File: src/hw/rtl/atce_pkg.sv
// ----------------------------------------------------------------------------
// atce_pkg: shared definitions for the ANSI text console engine
// Screen geometry, byte codes, parser phases, queued operations, palette.
// ----------------------------------------------------------------------------
package atce_pkg;

   // screen geometry and parser depth
   localparam int COLS       = 80;
   localparam int ROWS       = 30;
   localparam int MAX_PARAMS = 4;

   // widths fixed by the result fields
   localparam int COL_W   = 7;
   localparam int ROW_W   = 6;
   localparam int PIDX_W  = (MAX_PARAMS > 1) ? $clog2(MAX_PARAMS) : 1;

   // op queue between front and back (depth a power of two)
   localparam int QDEPTH  = 4;
   localparam int QPTR_W  = $clog2(QDEPTH);
   localparam int QCNT_W  = $clog2(QDEPTH + 1);

   // byte codes
   localparam logic [7:0] CH_ESC    = 8'h1B;
   localparam logic [7:0] CH_CR     = 8'h0D;
   localparam logic [7:0] CH_LF     = 8'h0A;
   localparam logic [7:0] CH_BS     = 8'h08;
   localparam logic [7:0] CH_DEL    = 8'h7F;
   localparam logic [7:0] CH_LBRACK = 8'h5B;
   localparam logic [7:0] CH_SEMI   = 8'h3B;
   localparam logic [7:0] CH_ZERO   = 8'h30;
   localparam logic [7:0] CH_NINE   = 8'h39;
   localparam logic [7:0] CH_SGR    = 8'h6D;   // 'm'
   localparam logic [7:0] CH_ED     = 8'h4A;   // 'J'
   localparam logic [7:0] CH_CUP    = 8'h48;   // 'H'
   localparam logic [7:0] CH_EL     = 8'h4B;   // 'K'

   localparam logic [31:0] WHITE     = 32'hFFFF_FFFF;
   localparam logic [15:0] SGR_RESET = 16'd0;
   localparam logic [15:0] SGR_FG_LO = 16'd30;
   localparam logic [15:0] SGR_FG_HI = 16'd37;
   localparam logic [15:0] PARAM_SAT = 16'hFFFF;

   typedef enum logic [1:0] {
      PH_TEXT,
      PH_ESC,
      PH_CSI
   } phase_type;

   typedef enum logic [2:0] {
      OP_TEXT,
      OP_CR,
      OP_LF,
      OP_BS,
      OP_CLEAR,
      OP_HOME,
      OP_EOL
   } op_kind_type;

   typedef enum logic [1:0] {
      CMD_DRAW,
      CMD_SCROLL,
      CMD_CLEAR,
      CMD_EOL
   } cmd_type;

   typedef struct packed {
      op_kind_type kind;
      logic [7:0]  glyph;
      logic [31:0] color;
   } op_type;

   // eight-colour palette, 0xAARRGGBB
   function automatic logic [31:0] palette_lookup(input logic [2:0] idx);
      logic [31:0] c;
      unique case (idx)
         3'd0: c = 32'hFF00_0000;
         3'd1: c = 32'hFFFF_0000;
         3'd2: c = 32'hFF00_FF00;
         3'd3: c = 32'hFFFF_FF00;
         3'd4: c = 32'hFF00_00FF;
         3'd5: c = 32'hFFFF_00FF;
         3'd6: c = 32'hFF00_FFFF;
         3'd7: c = 32'hFFFF_FFFF;
         default: c = WHITE;
      endcase
      return c;
   endfunction

endpackage

File: src/hw/rtl/atce_queue.sv
// ----------------------------------------------------------------------------
// atce_queue: op queue between parser front and cursor back
// Small register FIFO; push and pop may coincide.
// ----------------------------------------------------------------------------
module atce_queue import atce_pkg::*; (
   input  logic   clock,
   input  logic   reset,
   input  logic   push,
   input  op_type push_op,
   input  logic   pop,
   output op_type head_op,
   output logic   empty,
   output logic   full
);

   op_type              mem_ff [QDEPTH];
   logic [QPTR_W-1:0]   wr_ptr_ff, wr_ptr_in;
   logic [QPTR_W-1:0]   rd_ptr_ff, rd_ptr_in;
   logic [QCNT_W-1:0]   count_ff, count_in;

   assign empty   = (count_ff == '0);
   assign full    = (count_ff == QCNT_W'(QDEPTH));
   assign head_op = mem_ff[rd_ptr_ff];

   always_comb begin
      wr_ptr_in = push ? wr_ptr_ff + QPTR_W'(1) : wr_ptr_ff;
      rd_ptr_in = pop  ? rd_ptr_ff + QPTR_W'(1) : rd_ptr_ff;
      count_in  = count_ff;
      if (push && !pop) begin
         count_in = count_ff + QCNT_W'(1);
      end else if (pop && !push) begin
         count_in = count_ff - QCNT_W'(1);
      end
   end

   always_ff @(posedge clock) begin
      if (reset) begin
         wr_ptr_ff <= '0;
         rd_ptr_ff <= '0;
         count_ff  <= '0;
      end else begin
         wr_ptr_ff <= wr_ptr_in;
         rd_ptr_ff <= rd_ptr_in;
         count_ff  <= count_in;
      end
   end

   always_ff @(posedge clock) begin
      if (push) begin
         mem_ff[wr_ptr_ff] <= push_op;
      end
   end

endmodule

File: src/hw/rtl/atce_front.sv
// ----------------------------------------------------------------------------
// atce_front: byte parser
// Runs the escape parser and colour state, turns bytes into cursor ops.
// ----------------------------------------------------------------------------
module atce_front import atce_pkg::*; (
   input  logic       clock,
   input  logic       reset,
   input  logic       byte_valid,
   input  logic [7:0] byte_in,
   output logic       byte_ready,
   input  logic       q_full,
   output logic       q_push,
   output op_type     q_op
);

   phase_type          phase_ff, phase_in;
   logic [PIDX_W-1:0]  pcount_ff, pcount_in;
   logic [15:0]        params_ff [MAX_PARAMS];
   logic [15:0]        params_in [MAX_PARAMS];
   logic [31:0]        fg_ff, fg_in;

   logic               accept;
   logic               is_digit;
   logic [15:0]        cur_param;
   logic [19:0]        acc;
   logic [15:0]        acc_sat;
   logic [31:0]        sgr_color;
   logic [15:0]        p;

   assign byte_ready = !q_full;
   assign accept     = byte_valid && !q_full;
   assign is_digit   = (byte_in >= CH_ZERO) && (byte_in <= CH_NINE);
   assign cur_param  = params_ff[pcount_ff];

   // p*10 + digit, saturating
   assign acc     = {1'b0, cur_param, 3'b000} + {3'b000, cur_param, 1'b0}
                    + {16'd0, byte_in[3:0]};
   assign acc_sat = (acc > 20'({PARAM_SAT})) ? PARAM_SAT : acc[15:0];

   // SGR: parameters applied in order, last match wins
   always_comb begin
      sgr_color = fg_ff;
      p         = '0;
      for (int i = 0; i < MAX_PARAMS; i++) begin
         p = params_ff[i];
         if (i <= int'(pcount_ff)) begin
            if (p == SGR_RESET) begin
               sgr_color = WHITE;
            end else if (p >= SGR_FG_LO && p <= SGR_FG_HI) begin
               sgr_color = palette_lookup(3'(p - SGR_FG_LO));
            end
         end
      end
   end

   always_comb begin
      phase_in  = phase_ff;
      pcount_in = pcount_ff;
      params_in = params_ff;
      fg_in     = fg_ff;
      q_push    = 1'b0;
      q_op      = '{kind: OP_TEXT, glyph: byte_in, color: fg_ff};
      if (accept) begin
         unique case (phase_ff)
            PH_ESC: begin
               if (byte_in == CH_LBRACK) begin
                  phase_in  = PH_CSI;
                  pcount_in = '0;
                  for (int i = 0; i < MAX_PARAMS; i++) params_in[i] = '0;
               end else begin
                  phase_in = PH_TEXT;
               end
            end
            PH_CSI: begin
               if (is_digit) begin
                  params_in[pcount_ff] = acc_sat;
               end else if (byte_in == CH_SEMI) begin
                  if (int'(pcount_ff) < MAX_PARAMS - 1) begin
                     pcount_in            = pcount_ff + PIDX_W'(1);
                     params_in[pcount_in] = '0;
                  end
               end else begin
                  phase_in = PH_TEXT;
                  priority if (byte_in == CH_SGR) begin
                     fg_in = sgr_color;
                  end else if (byte_in == CH_ED) begin
                     q_push    = 1'b1;
                     q_op.kind = OP_CLEAR;
                  end else if (byte_in == CH_CUP) begin
                     q_push    = 1'b1;
                     q_op.kind = OP_HOME;
                  end else if (byte_in == CH_EL) begin
                     q_push    = 1'b1;
                     q_op.kind = OP_EOL;
                  end else begin
                     // unknown final byte: swallowed
                  end
               end
            end
            default: begin
               // normal text (also the unused phase code)
               phase_in = PH_TEXT;
               priority if (byte_in == CH_ESC) begin
                  phase_in = PH_ESC;
               end else if (byte_in == CH_CR) begin
                  q_push    = 1'b1;
                  q_op.kind = OP_CR;
               end else if (byte_in == CH_LF) begin
                  q_push    = 1'b1;
                  q_op.kind = OP_LF;
               end else if (byte_in == CH_BS || byte_in == CH_DEL) begin
                  q_push    = 1'b1;
                  q_op.kind = OP_BS;
               end else begin
                  q_push = 1'b1;
               end
            end
         endcase
      end
   end

   always_ff @(posedge clock) begin
      if (reset) begin
         phase_ff  <= PH_TEXT;
         pcount_ff <= '0;
         fg_ff     <= WHITE;
         for (int i = 0; i < MAX_PARAMS; i++) params_ff[i] <= '0;
      end else begin
         phase_ff  <= phase_in;
         pcount_ff <= pcount_in;
         fg_ff     <= fg_in;
         params_ff <= params_in;
      end
   end

endmodule

File: src/hw/rtl/atce_back.sv
// ----------------------------------------------------------------------------
// atce_back: cursor engine and result register
// Executes queued ops against the cursor, emits console commands.
// ----------------------------------------------------------------------------
module atce_back import atce_pkg::*; (
   input  logic        clock,
   input  logic        reset,
   input  logic        q_empty,
   input  op_type      q_head,
   output logic        q_pop,
   output logic        rsp_tvalid,
   input  logic        rsp_tready,
   output logic [55:0] rsp_tdata,
   output logic [1:0]  rsp_tuser,
   output logic        rsp_tlast
);

   logic [COL_W-1:0] col_ff, col_in;
   logic [ROW_W-1:0] row_ff, row_in;
   logic             pend_ff, pend_in;     // scroll owed after a wrapping draw

   logic             rsp_valid_ff, rsp_valid_in;
   cmd_type          cmd_ff, cmd_in;
   logic [COL_W-1:0] rcol_ff, rcol_in;
   logic [ROW_W-1:0] rrow_ff, rrow_in;
   logic [7:0]       glyph_ff, glyph_in;
   logic [31:0]      color_ff, color_in;
   logic             last_ff, last_in;

   logic             slot_free;
   logic             load;
   logic             at_end_col;
   logic             at_last_row;

   assign slot_free   = !rsp_valid_ff || rsp_tready;
   assign at_end_col  = (col_ff == COL_W'(COLS - 1));
   assign at_last_row = (row_ff == ROW_W'(ROWS - 1));

   always_comb begin
      col_in   = col_ff;
      row_in   = row_ff;
      pend_in  = pend_ff;
      q_pop    = 1'b0;
      load     = 1'b0;
      cmd_in   = CMD_SCROLL;
      rcol_in  = '0;
      rrow_in  = ROW_W'(ROWS - 1);
      glyph_in = '0;
      color_in = '0;
      last_in  = 1'b1;
      if (pend_ff) begin
         if (slot_free) begin
            load    = 1'b1;
            pend_in = 1'b0;
         end
      end else if (!q_empty) begin
         unique case (q_head.kind)
            OP_TEXT: begin
               if (slot_free) begin
                  load     = 1'b1;
                  q_pop    = 1'b1;
                  cmd_in   = CMD_DRAW;
                  rcol_in  = col_ff;
                  rrow_in  = row_ff;
                  glyph_in = q_head.glyph;
                  color_in = q_head.color;
                  last_in  = !(at_end_col && at_last_row);
                  if (at_end_col) begin
                     col_in = '0;
                     if (at_last_row) begin
                        pend_in = 1'b1;
                     end else begin
                        row_in = row_ff + ROW_W'(1);
                     end
                  end else begin
                     col_in = col_ff + COL_W'(1);
                  end
               end
            end
            OP_LF: begin
               if (!at_last_row) begin
                  q_pop  = 1'b1;
                  col_in = '0;
                  row_in = row_ff + ROW_W'(1);
               end else if (slot_free) begin
                  q_pop  = 1'b1;
                  load   = 1'b1;
                  col_in = '0;
               end
            end
            OP_CR: begin
               q_pop  = 1'b1;
               col_in = '0;
            end
            OP_BS: begin
               q_pop = 1'b1;
               if (col_ff != '0) col_in = col_ff - COL_W'(1);
            end
            OP_HOME: begin
               q_pop  = 1'b1;
               col_in = '0;
               row_in = '0;
            end
            OP_CLEAR: begin
               if (slot_free) begin
                  q_pop   = 1'b1;
                  load    = 1'b1;
                  cmd_in  = CMD_CLEAR;
                  rrow_in = '0;
                  col_in  = '0;
                  row_in  = '0;
               end
            end
            OP_EOL: begin
               if (slot_free) begin
                  q_pop   = 1'b1;
                  load    = 1'b1;
                  cmd_in  = CMD_EOL;
                  rcol_in = col_ff;
                  rrow_in = row_ff;
               end
            end
            default: begin
               q_pop = 1'b1;
            end
         endcase
      end
      if (load) begin
         rsp_valid_in = 1'b1;
      end else if (rsp_tready) begin
         rsp_valid_in = 1'b0;
      end else begin
         rsp_valid_in = rsp_valid_ff;
      end
   end

   always_ff @(posedge clock) begin
      if (reset) begin
         col_ff       <= '0;
         row_ff       <= '0;
         pend_ff      <= 1'b0;
         rsp_valid_ff <= 1'b0;
      end else begin
         col_ff       <= col_in;
         row_ff       <= row_in;
         pend_ff      <= pend_in;
         rsp_valid_ff <= rsp_valid_in;
      end
   end

   always_ff @(posedge clock) begin
      if (load) begin
         cmd_ff   <= cmd_in;
         rcol_ff  <= rcol_in;
         rrow_ff  <= rrow_in;
         glyph_ff <= glyph_in;
         color_ff <= color_in;
         last_ff  <= last_in;
      end
   end

   assign rsp_tvalid = rsp_valid_ff;
   assign rsp_tuser  = cmd_ff;
   assign rsp_tlast  = last_ff;
   assign rsp_tdata  = {3'b000, color_ff, glyph_ff, rrow_ff, rcol_ff};

   // cursor never leaves the screen
   a_cursor_bounds: assert property (@(posedge clock) disable iff (reset)
      (int'(col_ff) < COLS) && (int'(row_ff) < ROWS))
      else $error("cursor outside screen");

   // an owed scroll only follows a wrap on the bottom row
   a_pend_home: assert property (@(posedge clock) disable iff (reset)
      pend_ff |-> (col_ff == '0) && (row_ff == ROW_W'(ROWS - 1)))
      else $error("scroll owed with cursor off bottom-left");

   // no op leaves the queue while a scroll is still owed
   a_pend_blocks: assert property (@(posedge clock) disable iff (reset)
      pend_ff |-> !q_pop)
      else $error("op popped ahead of owed scroll");

   // a wrapping draw on the bottom row is not marked last
   a_wrap_last: assert property (@(posedge clock) disable iff (reset)
      $rose(pend_ff) |-> rsp_valid_ff && !last_ff && (cmd_ff == CMD_DRAW))
      else $error("wrapping draw flagged last");

endmodule

File: src/hw/rtl/ansi_text_console_engine_top.sv
// ----------------------------------------------------------------------------
// ansi_text_console_engine_top: byte-stream text console with ANSI subset
// Parser front, op queue, cursor back; emits draw/scroll/clear/EOL commands.
// ----------------------------------------------------------------------------
//
//  channel  dir  handshake              payload
//  -------  ---  ---------------------  ---------------------------------------
//  req      in   req_tvalid/req_tready  tdata[7:0] byte_in
//  rsp      out  rsp_tvalid/rsp_tready  tdata col/row/glyph/color, tuser
//                                       command, tlast = last of the request
//
//  A request is taken every cycle while the op queue has room; the front
//  decodes it in the cycle it is accepted.
//  The back retires one op a cycle unless a scroll is owed or its result
//  waits on the result register; a draw that wraps on the bottom row gives
//  a draw, then a scroll, through the single result register. A first
//  result passes the queue entry and then the result register.
//  Reset: cursor home, colour white, parser in normal text, queue empty.
//  A stalled rsp fills the queue, after which req_tready drops.
//
module ansi_text_console_engine_top import atce_pkg::*; (
   input  logic        clock,
   input  logic        reset,
   input  logic        req_tvalid,
   output logic        req_tready,
   input  logic [7:0]  req_tdata,    // [7:0] byte_in
   output logic        rsp_tvalid,
   input  logic        rsp_tready,
   output logic [55:0] rsp_tdata,    // [6:0] cell_col, [12:7] cell_row,
                                     // [20:13] glyph, [52:21] color, rest 0
   output logic [1:0]  rsp_tuser,    // [1:0] command
   output logic        rsp_tlast     // last result of the request
);

   logic   q_push;
   logic   q_pop;
   logic   q_empty;
   logic   q_full;
   op_type push_op;
   op_type head_op;

   // parser: escape state, CSI parameters, foreground colour
   atce_front u_front (
      .clock      (clock),
      .reset      (reset),
      .byte_valid (req_tvalid),
      .byte_in    (req_tdata),
      .byte_ready (req_tready),
      .q_full     (q_full),
      .q_push     (q_push),
      .q_op       (push_op)
   );

   // decouples parser from cursor engine
   atce_queue u_queue (
      .clock   (clock),
      .reset   (reset),
      .push    (q_push),
      .push_op (push_op),
      .pop     (q_pop),
      .head_op (head_op),
      .empty   (q_empty),
      .full    (q_full)
   );

   // cursor, wrap/scroll and the result register
   atce_back u_back (
      .clock      (clock),
      .reset      (reset),
      .q_empty    (q_empty),
      .q_head     (head_op),
      .q_pop      (q_pop),
      .rsp_tvalid (rsp_tvalid),
      .rsp_tready (rsp_tready),
      .rsp_tdata  (rsp_tdata),
      .rsp_tuser  (rsp_tuser),
      .rsp_tlast  (rsp_tlast)
   );

endmodule
File: config.mk
export PLATFORM = sky130hd
export DESIGN_NAME = ansi_text_console_engine_top
export DESIGN_NICKNAME = d
export VERILOG_FILES = /design/src/hw/rtl/atce_pkg.sv /design/src/hw/rtl/atce_queue.sv /design/src/hw/rtl/atce_front.sv /design/src/hw/rtl/atce_back.sv /design/src/hw/rtl/ansi_text_console_engine_top.sv
export SDC_FILE = /design/constraint.sdc
export NUM_CORES = 1
export LEC_CHECK = 0
export ABC_AREA = 1
export BUFFER_PORTS_ARGS = -buffer_cell sky130_fd_sc_hd__buf_2
export CORE_MARGIN = 5
export CORE_UTILIZATION = 45
export CTS_BUF_LIST = sky130_fd_sc_hd__clkbuf_8
export DETAILED_ROUTE_END_ITERATION = 10
export PLACE_DENSITY_LB_ADDON = 0.1
export REMOVE_ABC_BUFFERS = 1
export SKIP_LAST_GASP = 1
export SLEW_MARGIN = 10
export SYNTH_ARGS = -nofsm -noshare
export SYNTH_HDL_FRONTEND = slang
export SYNTH_SLANG_ARGS = --single-unit
File: constraint.sdc
create_clock -name clock -period 8.6 [get_ports clock]
set_input_delay 0.86 -clock clock [delete_from_list [all_inputs] [get_ports clock]]
set_output_delay 0.86 -clock clock [all_outputs]
set_load 0.05 [all_outputs]
# [Yosys cells after proc, flatten, opt, wreduce, memory -nomap -nowiden]
# Memories as Yosys holds them, arrays and structs flattened. A register that Yosys moved wholly into a read port is not among the register bits.
# Cells that the tools add are included.
[totals] ff_bits=178 ram_bits=172 rom_bits=768 in_bits=12 word_cells=242 memories=5
[memory_table] memory="(no name shown)" words=8 width=24 read_ports=1 rd_clocked_by_memory_dff=0 write_ports=0 line_no="atce_pkg.sv:75" text="unique case (idx)"
[memory_table] memory="(no name shown)" words=8 width=24 read_ports=1 rd_clocked_by_memory_dff=0 write_ports=0 line_no="atce_pkg.sv:75"
[memory_table] memory="(no name shown)" words=8 width=24 read_ports=1 rd_clocked_by_memory_dff=0 write_ports=0 line_no="atce_pkg.sv:75"
[memory_table] memory="(no name shown)" words=8 width=24 read_ports=1 rd_clocked_by_memory_dff=0 write_ports=0 line_no="atce_pkg.sv:75"
[memory_table] memory="u_queue.mem_ff" words=4 width=43 read_ports=1 rd_clocked_by_memory_dff=1 write_ports=1 line_no="atce_queue.sv:16" text="op_type mem_ff [QDEPTH];"
[op_classes] n_addsub=14 n_lt_le_gt_ge=19 n_eq_ne=33 muxes=98 bitwise=11 reduce_logical=42
[ops] operator="$mux W32" count=11
[ops] operator="$mux W64" count=4
[ops] operator="$pmux W64 S2" count=1
[ops] operator="$mux W16" count=5
[ops] operator="$and A64 B64 Y64" count=1
[ops] operator="$bwmux W64" count=1
[ops] operator="$demux W16 S2" count=2
[ops] operator="$ge A16 B5 Y1 const B" count=4
[ops] operator="$le A16 B6 Y1 const B" count=4
[ops] operator="$logic_not A16 Y1" count=4
[ops] operator="$not A64 Y64" count=1
[ops] operator="$eq A8 B7 Y1 const B" count=6
[ops] operator="$mux W3" count=12
[ops] operator="$mux W7" count=5
[ops] operator="$pmux W7 S5" count=1
[ops] operator="$bmux W16 S2" count=1
[ops] operator="$mux W6" count=5
[ops] operator="$mux W1" count=28
[ops] operator="$eq A8 B4 Y1 const B" count=3
[ops] operator="$mux W2" count=12
[ops] operator="$pmux W6 S4" count=1
[ops] operator="$add A19 B17 Y20" count=1
[ops] operator="$add A20 B4 Y20" count=1
[ops] operator="$gt A20 B16 Y1 const B" count=1
[ops] operator="other kinds (48)" count=102

# [Logic depth before layout (Yosys ltp)]
[logic_depth] ltp_word=13 mapped_depth=22

# [Modules after synthesis]
# Synthesis repeated with hierarchy kept, for this count alone.
[hier_totals] cells_unflattened=2250 hier_area_um2=18472.7
[by_module_without_submodules] module="atce_front" n_inst=1 cells_each=1380 area_each_um2=8250.4 seq_area_each_um2=2001.9
[by_module_without_submodules] module="atce_queue" n_inst=1 cells_each=473 area_each_um2=6800.3 seq_area_each_um2=5345.1
[by_module_without_submodules] module="atce_back" n_inst=1 cells_each=397 area_each_um2=3422.0 seq_area_each_um2=1981.9

# [Worst setup path after synthesis]
# OpenSTA, ideal clock, no wires.
[synth_path] path_type="input -> register" startpoint="input port rsp_tready" endpoint="register u_back.color_ff[0], enable pin" setup_time_ns=0.549 t_arrival_ns=5.367 setup_slack_ns=2.684 path_stages=5 path_buffers=1 path_cell_list="nor2_1 -> clkbuf_1 -> nor2_1 -> inv_1 -> o21ai_0"
[synth_between] elab_chain_len=6
[synth_rtl] item="start: declaration" line_no="ansi_text_console_engine_top.sv:28" text="input logic rsp_tready,"
[synth_rtl] item="$logic_or A1 B1 Y1 (*)" line_no="atce_back.sv:35" text="assign slot_free = !rsp_valid_ff || rsp_tready;"
[synth_rtl] item="$mux W1 (*)"
[synth_rtl] item="$mux W1" line_no="atce_back.sv:81" text="if (!at_last_row) begin"
[synth_rtl] item="$pmux W1 S2" line_no="atce_back.sv:57" text="unique case (q_head.kind)"
[synth_rtl] item="$mux W1" line_no="atce_back.sv:56" text="end else if (!q_empty) begin"
[synth_rtl] item="$mux W1 (*)" line_no="atce_back.sv:51" text="if (pend_ff) begin"
[synth_rtl] item="via u_back.load" line_no="atce_back.sv:31" text="logic load;"
[synth_rtl] item="end signal: assignment" line_no="atce_back.sv:157" text="color_ff <= color_in;"
[synth_rtl] item="end: declaration" line_no="atce_back.sv:27" text="logic [31:0] color_ff, color_in;"
# The timed path passes the listed nets; every way through them passes the cells marked *.
# A chain may end at the register's enable or synchronous reset.

# [Worst setup path in the final report]
[layout_path] startpoint="register u_front.pcount_ff[0]" endpoint="register u_front.params_ff[37] (netlist name)"
[layout_between] elab_chain_len=12 elab_cells_between_ends=30 classes_between="add/sub (3); order compare (6); eq/ne (1); mux (13); bitwise (4); reduce/logical (3)"
[layout_rtl] item="start: declaration" line_no="atce_front.sv:17" text="logic [PIDX_W-1:0] pcount_ff, pcount_in;"
[layout_rtl] item="start signal: assignment" line_no="atce_front.sv:130" text="pcount_ff <= pcount_in;"
[layout_rtl] item="branches (longest 12 deep; another with $add A19 B17 Y20)"
[layout_rtl] item="end signal: assignment" line_no="atce_front.sv:132" text="params_ff <= params_in;"
[layout_rtl] item="end: declaration" line_no="atce_front.sv:18" text="logic [15:0] params_ff [MAX_PARAMS];"
# Parallel ways; which one is timed is not known. The select of a mux whose other input is x is not followed.

==> run_results.csv <==
group,metric,value,unit
sta,rsz0062_at_grt,"false",
routing,drt-initial-drc-count,989,
pwr,clkPwrFrac,26.2,%
grt,grt_use_met1,29.3,%
floorplanning,rows,73,
clock_tree,cts_tree,"built",
placement,globalplace.congestion,0.934,
floorplanning,coreArea,0.0395,mm2
setup_path,worst-path-max-fanout,34,
synthesis,synth_edf_count,228,
routing,wl,48.1,mm
sta,final.setup.worst_slack,3.27,ns
synthesis,synth-async-reset-ratio,0,%
setup_path,reg2reg_from,"u_front.pcount_ff[0]$_SDFFE_PP0P_",
final_layout,drive_gt1_share,12.2,%
setup_path,crit_path_end,"u_front.params_ff[37]$_SDFFE_PP0P_",
final_layout,final_util,50.4,%
floorplanning,fp.dieH,209,um
synthesis,synth_area_leader_cell,"edfxtp_1",
sta,setup-tns-final,0,ns
synthesis,synth.avg_cell_area,8.20,um2
clock_tree,clock-sinks,352,
synthesis,yosysSeqAreaShare,52.2,%
final_layout,syn2layout_area_growth,11.3,%
pwr,ir_worst_vdd,0.138,mV
setup_path,reg2reg_to,"u_front.params_ff[37]$_SDFFE_PP0P_",
synthesis,ys_warn_count,0,
synthesis,syn_inst,2178,
synthesis,synth_area_leaders,"edfxtp_1 38%, dfxtp_1 14%, nand2_1 12%",
sta,maxSlewViolCount,0,
synthesis,synth_top_area_share,38.3,%
hold_path,min_from,"u_front.params_ff[32]$_SDFFE_PP0P_",
pwr,seq_power_share,36.9,%
sta,relSlewSlack,17.1,%
placement,portBuffers,69,
sta,worstMarginPinSlew,1.24,ns
clock_tree,cts_hold_buf,0,
grt,grt_util_met3,3.06,%
clock_tree,clock-root-buffer,"clkbuf_8",
clock_tree,cts_buffer_depth,3,
floorplanning,dieArea,0.0438,mm2
setup_path,crit_path_start,"u_front.pcount_ff[0]$_SDFFE_PP0P_",
sta,fin_crit,5.33,ns
placement,dpl.hpwl,30.0,mm
setup_path,cp-end-kind,"register",
floorplanning,fp.dieW,209,um
sta,max_clock_freq,188,MHz
outcome,outcome,"complete, no violations",
clock_tree,postCtsSetupBuffers,0,
routing,first_pass_iters,6,
grt,grt_pass1_vias,13900,
pwr,pwr-share-comb,36.9,%
pwr,intPower,3.41,mW
sta,finalCritPeriodShare,61.9,%
setup_path,r2r_cells,19,
hold_path,holdCritPathClass,"register to register",
setup_path,cp.required,9.12,ns
sta,setup-violations-final,0,
routing,drc_errors,0,
pwr,p_leak,7.56,nW
grt,grt_use_met2,35.5,%
synthesis,synthTopCellsByCount,"584 x nand2_1, 310 x nor2_1, 228 x edfxtp_1",
grt,grt_pass1_wl,76.8,mm
pwr,sw_frac_of_total,41.9,%
clock_tree,path_clk_slew,0.06,ns
floorplanning,io_pins,73,
synthesis,synth_most_common_cell,"nand2_1",
final_layout,antenna_cells,0,
sta,finalClockSkew,0.0316,ns
grt,gr-total-overflow,0,
run,cap_violations,0,
grt,grt_util_all_layers,21.6,%
grt,busiest_layer,"met2",
synthesis,ys_types,48,
final_layout,nets,2288,
setup_path,critPathLaunchType,"register",
synthesis,synthFlopType,"edfxtp_1",
synthesis,synth-seq-cells,352,
routing,via_per_inst,5.28,
setup_path,critPathArrivalTime,5.84,ns
grt,grt_antenna_before_repair,0,
pwr,power_density,295,mW/mm2
routing,ant_nets,0,
clock_tree,htreeDepth,2,
sta,hold_viol,0,
placement,dp_slack,3.46,ns
clock_tree,numCtsBuffers,59,
synthesis,syn_area,0.0179,mm2
setup_path,rrSetupSlack,3.27,ns
hold_path,hold_depth,2,
clock_tree,cts_resized,0,
pwr,p_sw,2.46,mW
grt,grt_max_degree,95,
routing,wl_per_cell,17.2,um
clock_tree,clk_latency,0.66,ns
routing,vias,14800,
floorplanning,initial_core_util,45.3,%
setup_path,criticalPathCategory,"register to register",
[layout by cell type, fill, tap and decap left out, drive strengths merged, types with 5 or more instances in the layout]
| cell type | netlist | layout |
|---|---|---|
| clkinv | 4 | 18 |
| xnor2 | 7 | 7 |
| nand2 | 586 | 586 |
| edfxtp | 228 | 228 |
| nor2 | 344 | 344 |
| nor3 | 21 | 21 |
| nand4 | 29 | 29 |
| ha | 47 | 47 |
| buf | 37 | 90 |
| nand3 | 68 | 68 |
| o21ai | 163 | 163 |
| xor2 | 5 | 5 |
| a21oi | 220 | 220 |
| or2 | 38 | 38 |
| nand3b | 14 | 14 |
| nor4 | 8 | 8 |
| inv | 128 | 145 |
| clkbuf | 68 | 78 |
| dfxtp | 124 | 124 |
| o22ai | 13 | 13 |
[kinds of logic after synthesis]
family | share of synthesized area [%]
xor gates and xnor gates | 0.588
and+or+nand+nor | 26.2
buffers and inverters | 5.36
DFF | 52.2
adders and majority gates | 3.63
AOI/OAI and AO/OA | 12.0
other | 0.0210
[worst min path at each step]
| stage | to | slack (ns) |
|---|---|---|
| detailed placement | u_front.params_ff[32]$_SDFFE_PP0P_ | 0.46 |
| finish | u_front.params_ff[32]$_SDFFE_PP0P_ | 0.48 |
| CTS | u_queue.mem_ff[1][37]$_DFFE_PP_ | 0.43 |
| global placement | u_front.params_ff[32]$_SDFFE_PP0P_ | 0.46 |
| global route | u_queue.mem_ff[3][39]$_DFFE_PP_ | 0.45 |
| floorplan | u_front.params_ff[32]$_SDFFE_PP0P_ | 0.44 |
[flip-flops by register name, indices dropped and copies added (netlist names), named ones only]
signal	count
u_front.fg_ff	32
u_back.col_ff	7
u_queue.wr_ptr_ff	2
u_front.phase_ff	2
u_back.pend_ff	1
u_front.params_ff	48
u_back.color_ff	32
u_back.rrow_ff	6
u_back.glyph_ff	8
u_back.rsp_tlast	1
u_queue.rd_ptr_ff	2
u_back.rcol_ff	7
u_front.pcount_ff	2
u_queue.mem_ff	172
u_back.row_ff	6
u_front.p	16
u_back.rsp_tuser	2
u_back.rsp_tvalid	1
u_queue.count_ff	3
[power by group through the flow]
stage,logic [mW],clock network (mW),registers (mW)
after floorplan,0.962,0,2.76
final,2.16,1.54,2.17
after global placement,2.16,0,2.20
after detailed placement,2.18,0,2.20
after global routing,2.37,1.66,2.19
after CTS,2.18,1.58,2.17
[worst max-delay path: stages (launching register included)]
cell      delay (ns)
dfxtp_1         0.31
buf_4           0.31
clkinv_1        0.39
buf_4           0.34
o21ai_0         0.19
o22ai_1         0.18
ha_1            0.33
ha_1            0.35
a21oi_1         0.31
nand2_1         0.09
a21oi_1         0.18
nand2_1         0.10
nand2_1         0.07
nand2_1         0.05
nor2_1          0.92
nand4_1         0.64
nand2_1         0.20
nand2_1         0.07
nand2_1         0.09
a21oi_1         0.06
[layer usage]
layer / wire [um] / share of wire, % / up-vias
li1: - / - / 7364
met1: 21300 / 44 / 6949
met2: 22700 / 47 / 397
met3: 2560 / 5.3 / 91
met4: 1530 / 3.2 / 0
met5: 0 / 0 / -
[area by class of cell]
type | count | area [um2]
fill | 3772 | 19600
sequential | 352 | 9330
multi-input combinational | 1591 | 7630
clock buffer | 78 | 1070
tap | 525 | 657
timing repair buffer | 90 | 503
inverter | 132 | 495
clock inverter | 33 | 183
[stage by stage]
stage	area, um2	cells	power [mW]	hold slack (ns)
after floorplan	17400	2075	3.73	0.439
after global placement	18600	2690	4.36	0.463
after detailed placement	18600	2690	4.38	0.464
after CTS	19900	2801	5.94	0.429
after global routing	19900	2801	6.23	0.451
final	19900	2801	5.87	0.485
Note: power is estimated with default switching activity, not from simulation.
